**config.mk**
```make
export PLATFORM = sky130hd
export DESIGN_NAME = bbc_cell
export DESIGN_NICKNAME = d
export VERILOG_FILES = /design/src/hdl/bbc_pkg.sv /design/src/hdl/bbc_cell.sv
export SDC_FILE = /design/constraint.sdc
export NUM_CORES = 1
export LEC_CHECK = 0
export BUFFER_PORTS_ARGS = -buffer_cell sky130_fd_sc_hd__buf_2
export CAP_MARGIN = 10
export CORE_AREA = 5 5 54 56
export DETAILED_ROUTE_END_ITERATION = 8
export DIE_AREA = 0 0 59 61
export PLACE_DENSITY = 0.79
export SLEW_MARGIN = 20
export SYNTH_ARGS = -nofsm -noshare
export SYNTH_HDL_FRONTEND = slang
export SYNTH_SLANG_ARGS = --single-unit
```
**constraint.sdc**
```tcl
create_clock -name clk -period 1.3 [get_ports clk]
set_input_delay 0.13 -clock clk [delete_from_list [all_inputs] [get_ports clk]]
set_output_delay 0.13 -clock clk [all_outputs]
set_load 0.1 [all_outputs]
```
**src/hdl/bbc_pkg.sv**
```systemverilog
`timescale 1ns / 1ps

package bbc_pkg;

	// Defaults for the top-level parameters.
	localparam int unsigned      STACK_DEPTH  = 1024;
	localparam longint unsigned  MAX_POSITION = 65535;

	// Width of a position as it is reported and stored.
	localparam int unsigned POS_W = 16;

	localparam logic [7:0] CHAR_ROUND_OPEN   = 8'h28; // (
	localparam logic [7:0] CHAR_ROUND_CLOSE  = 8'h29; // )
	localparam logic [7:0] CHAR_SQUARE_OPEN  = 8'h5B; // [
	localparam logic [7:0] CHAR_SQUARE_CLOSE = 8'h5D; // ]
	localparam logic [7:0] CHAR_CURLY_OPEN   = 8'h7B; // {
	localparam logic [7:0] CHAR_CURLY_CLOSE  = 8'h7D; // }

	typedef enum logic [1:0] {
		KIND_ROUND  = 2'd0,
		KIND_SQUARE = 2'd1,
		KIND_CURLY  = 2'd2,
		KIND_NONE   = 2'd3
	} kind_t;

	typedef enum logic [1:0] {
		VERDICT_OK        = 2'd0,
		VERDICT_BAD_CLOSE = 2'd1,
		VERDICT_UNMATCHED = 2'd2,
		VERDICT_OVERFLOW  = 2'd3
	} verdict_t;

	// One stack entry: the bracket kind and its position.
	typedef struct packed {
		kind_t             kind;
		logic [POS_W-1:0]  pos;
	} entry_t;

	// Shift command given to every cell of the stack.
	typedef struct packed {
		logic push;
		logic pop;
	} stack_op_t;

	function automatic kind_t opening_kind(input logic [7:0] c);
		unique case (c)
			CHAR_ROUND_OPEN:  opening_kind = KIND_ROUND;
			CHAR_SQUARE_OPEN: opening_kind = KIND_SQUARE;
			CHAR_CURLY_OPEN:  opening_kind = KIND_CURLY;
			default:          opening_kind = KIND_NONE;
		endcase
	endfunction

	function automatic kind_t closing_kind(input logic [7:0] c);
		unique case (c)
			CHAR_ROUND_CLOSE:  closing_kind = KIND_ROUND;
			CHAR_SQUARE_CLOSE: closing_kind = KIND_SQUARE;
			CHAR_CURLY_CLOSE:  closing_kind = KIND_CURLY;
			default:           closing_kind = KIND_NONE;
		endcase
	endfunction

endpackage

```
**src/hdl/bbc_cell.sv**
```systemverilog
`timescale 1ns / 1ps

// One stack entry. A push takes the entry from the cell above, a pop the
// entry from the cell below.
module bbc_cell (
	input  logic                clk,
	input  bbc_pkg::stack_op_t  op,
	input  bbc_pkg::entry_t     from_above,
	input  bbc_pkg::entry_t     from_below,
	output bbc_pkg::entry_t     entry
);

	bbc_pkg::entry_t entry_q;

	always_ff @(posedge clk) begin
		if (op.push) begin
			entry_q <= from_above;
		end else if (op.pop) begin
			entry_q <= from_below;
		end
	end

	assign entry = entry_q;

endmodule

```
==> results.toml, run 1 <==
[layout]
regArea_um2 = 541
antenna_cells = 0
drive_above_1_share_pct = 80.2
postLayoutCoreUtil_pct = 50.1
fin_nets = 141
fill_cells = 238
largest_reg_flops = 18
area_growth_pct = 46.7
multiInputGateArea_um2 = 243

[setup_path]
cp_num_buf_inv = 1
cpPeakStageDelay_ns = 0.43
worstSetupPathType = "register to primary output"
cp.required_ns = 1.17
path_delay_family = "buffers and inverters"
crit_chain = "buf_2"
cp-end-kind = "primary output"
crit_arrival_ns = 1.06
critPathMaxFanout = 1
start_kind = "register"
cpMaxStageDelayCell = "buf_2"

[global_routing]
grt_pass1_wl_um = 2630
grt_usage_pct = 9.99
overflow = 0
busiest_layer = "met2"
grt_pass1_vias = 625
grt_use_met2_pct = 16.7
grt_use_met1_pct = 11.2
use_met3_pct = 5.11
grt_max_degree = 17
grt_antenna_before_repair = 0

[timing]
period_minus_slack_ns = 1.19
setup_tns_ns = 0
setup_violations = 0
slew_viol_final = 0
rsz0062_at_grt = "no"
maxSlewHeadroom_pct = 67.1
timing.final.crit_share_pct = 91.7
max_slew.worst_pin.slew_ns = 0.497
finalHoldViolCount = 0
fmax_ghz = 0.838

[floorplan]
fp.dieArea_mm2 = 0.00360
rows = 18
io_pins = 57
start_util_pct = 34.1
die_h_um = 61
die_w_um = 59
core_mm2 = 0.00239

[routing]
drtIter0Drc = 0
wl_um = 1680
vias_per_cell = 4.34
first_pass_iters = 1
postRouteAntennaNets = 0
wl_per_cell_um = 12.8
num_vias = 568
drc_errors = 0

[synth]
yosys.area_share.adder_pct = 0
synth_top_area_share_pct = 66.4
synth_top_family_by_area = "multiplexers"
yosys.area_share.simple_pct = 0.768
synth_nets = 78
syn_area_per_cell_um2 = 20.9
syn_area_um2 = 815
yosysWarnings = 0
ys_seq_area_share_pct = 66.4
ys_ff_latch = 18
synth_compound_area_share_pct = 0
synthMuxAreaShare_pct = 29.0
synth_xor_area_share_pct = 0
synth_cells = 39
yosysUniqueCellTypes = 6
synth_largest_area_cell = "edfxtp_1"
yosys-top-cells-area = "edfxtp_1 (66%), mux2_4 (17%), mux2_2 (12%)"

[job]
drv_cap = 0

[clock_tree]
cts.hold.buffers_added = 0
cts_tree = "yes"
numCtsBuffers = 3
postCtsSetupBuffers = 0
cts.path.max_buffers = 2
clock_sinks = 18
cts_resized = 0
h-tree-depth = 1
path_clk_slew_ns = 0.10
cts-root-buf = "clkbuf_4"

[placed_design]
dp_hpwl_um = 1420
place.gp.congestion = 0.645
portBuffers = 56

[power_and_ir_drop]
power_mw = 1.69
p_per_area_mw_per_mm2 = 1410
cellLeakagePower_nw = 0.563
worst_ir_drop_vdd_mv = 0.690

[hold_path]
min_path_type = "primary input to register"

[run_status]
status = "finished clean"
## placed cells by master (no fill, tap or decap)
cell	n
or2_1	1
mux2_2	9
buf_4	1
clkbuf_4	3
buf_12	3
clkinv_1	1
buf_2	56
mux2_4	9
edfxtp_1	18
## through the flow
step,setup WS (ns),cell area [µm²],hold slack [ns],std cells
6_report,0.107,1190,0.139,131
5_1_grt,0.0465,1190,0.122,131
4_1_cts,0.0895,1190,0.131,131
3_5_place_dp,0.209,1170,0.436,127
3_3_place_gp,0.245,1170,0.430,127
2_1_floorplan,0.0711,815,0.347,39
## cells in the mapped netlist (all sizes together)
library cell and n:
buf 2, or2 1, edfxtp 18, mux2 18
## cell type report
type	instances	share of cell area (%)
Sequential cell	18	45.2
Timing Repair Buffer	60	29.1
Multi-Input combinational cell	19	20.3
Tap cell	30	3.14
Clock buffer	3	1.88
Clock inverter	1	0.314
## where the power goes
part / total [mW] / leakage [nW] / internal [mW] / switching (mW)
Sequential: 0.726 / 0.183 / 0.711 / 0.0147
Clock: 0.274 / 0.0154 / 0.111 / 0.162
Combinational: 0.688 / 0.365 / 0.152 / 0.536
## per-layer routing
| metal | vias up | wire (µm) |
|---|---|---|
| met3 | 0 | 261 |
| met2 | 39 | 805 |
| met4 | 0 | 0 |
| met1 | 251 | 615 |
| met5 | - | 0 |
| li1 | 278 | - |
## path summary, 6_finish.rpt
| check | startpoint | to | slack, ns | cells past startpoint |
|---|---|---|---|---|
| setup / recovery | entry[12] | entry[12] | 0.11 | 1 |
| hold / removal | from_below[14] | entry[14] | 0.14 | 2 |
## cells by family (layout without fill, tap and decap cells)
| logic type | after synthesis | after routing |
|---|---|---|
| buffers and inverters | 2 | 64 |
| flip-flops | 18 | 18 |
| multiplexers | 18 | 18 |
| AND/OR/NAND/NOR | 1 | 1 |
Note: power is estimated with default switching activity, not from simulation.
==> run 2, diff against run 1 <==
CORE_AREA = 5 5 51 53   (was 5 5 54 56)
DIE_AREA = 0 0 56 58   (was 0 0 59 61)
PLACE_DENSITY = 0.84   (was 0.79)
clock period = 1.52 ns   (was 1.3 ns; I/O delays follow)
==> results.toml, run 2 (synthesized netlist as in run 1, its figures left out) <==
[routing]
dr.max_layer_used = "met4"
wl_per_cell_um = 12.8
vias_per_cell = 4.44
first_pass_iters = 4
drtIter0Drc = 6
drc_errors = 0
m1WireLength_um = 466
wl_um = 1610
met2WireLength_um = 1000
met3WireLength_um = 116
num_vias = 559
postRouteAntennaNets = 0

[global_routing]
grt_antenna_before_repair = 0
grt_pass1_vias = 584
grt_usage_pct = 9.99
grt_pass1_wl_um = 2440
overflow = 0
grt_max_degree = 19

[hold_path]
hp-start = "from_above[8]"
hold_depth = 2
worstHoldEndpoint = "entry[8]"
min_path_type = "primary input to register"

[layout]
final_common_cell = "buf_2"
fill_cells = 187
drive_above_1_share_pct = 79.6
fin_nets = 138
multiInputGateArea_um2 = 243
largest_reg_flops = 18
regArea_um2 = 541
antenna_cells = 0
area_growth_pct = 39.0
postLayoutCoreUtil_pct = 53.8
stdcell_count = 126
most-common-layout-cells = "buf_2 (56), edfxtp_1 (18), mux2_4 (9), mux2_2 (9), clkbuf_4 (3)"

[clock_tree]
numCtsBuffers = 3
cts_resized = 0
h-tree-depth = 1
clock_sinks = 18
postCtsSetupBuffers = 0
path_clk_slew_ns = 0.10
cts.path.max_buffers = 2
cts-root-buf = "clkbuf_4"
cts_tree = "yes"
cts.hold.buffers_added = 0

[setup_path]
cp.required_ns = 1.37
cp_num_buf_inv = 1
path_delay_family = "buffers and inverters"
crit_chain = "buf_2"
crit_arrival_ns = 1.05
critPathMaxFanout = 1
cp-end-kind = "primary output"
cpPeakStageDelay_ns = 0.42
cpMaxStageDelayCell = "buf_2"
worstSetupPathType = "register to primary output"
start_kind = "register"

[placed_design]
place.gp.congestion = 0.758
portBuffers = 56
dp.cells = 122
dpl_worst_slack_ns = 0.309

[power_and_ir_drop]
worst_ir_drop_vdd_mv = 0.577
p_per_area_mw_per_mm2 = 1250
cellLeakagePower_nw = 0.535

[timing]
period_minus_slack_ns = 1.20
setup_tns_ns = 0
finalHoldViolCount = 0
fmax_ghz = 0.833
max_slew.worst_pin.slew_ns = 0.725
fin_hold_ws_ns = 0.161
setup_violations = 0
timing.final.crit_share_pct = 79.0
maxSlewHeadroom_pct = 51.7
layout_setup_ws_ns = 0.319
rsz0062_at_grt = "no"
slew_viol_final = 0

[floorplan]
fp.dieArea_mm2 = 0.00325
start_util_pct = 38.7
rows = 17
die_h_um = 58
die_w_um = 56
core_mm2 = 0.00211
io_pins = 57

[job]
drv_cap = 0

[run_status]
status = "finished clean"
==> run 2: final cells by class <==
class,instances,share of cell area [%]
flip-flops and latches,18,47.7
repair buffers,57,25.4
multi-input cells,19,21.4
well taps,28,3.09
clock buffers,3,1.99
clock inverters,1,0.331
==> run 2: worst max-delay path by stage <==
stage,to,depth (start not counted),from
CTS,entry[3],1,entry[3]
global placement,entry[6],2,op[1]
finish,entry[15],1,entry[15]
global route,entry[15],1,entry[15]
detailed placement,entry[6],2,op[1]
floorplan,entry[0],3,op[1]
==> run 2: through the flow <==
stage | cell area [µm²] | total power [mW]
6_report | 1130 | 1.42
3_3_place_gp | 1110 | 1.20
3_5_place_dp | 1110 | 1.21
4_1_cts | 1130 | 1.44
2_1_floorplan | 815 | 1.11
5_1_grt | 1130 | 1.48
==> run 2: report_power, final <==
part / total (mW) / internal, mW / switching, mW / leakage, nW
Combinational: 0.569 / 0.115 / 0.454 / 0.336
Clock: 0.230 / 0.0952 / 0.135 / 0.0154
Sequential: 0.621 / 0.609 / 0.0119 / 0.183
Total: 1.42 / 0.819 / 0.600 / 0.535
==> run 2: routing by layer <==
layer / GRT usage, % / up-vias
met2: 21.9 / 22
li1: - / 269
met1: 7.26 / 266
met5: 0 / -
met4: 7.12 / 0
met3: 1.78 / 2
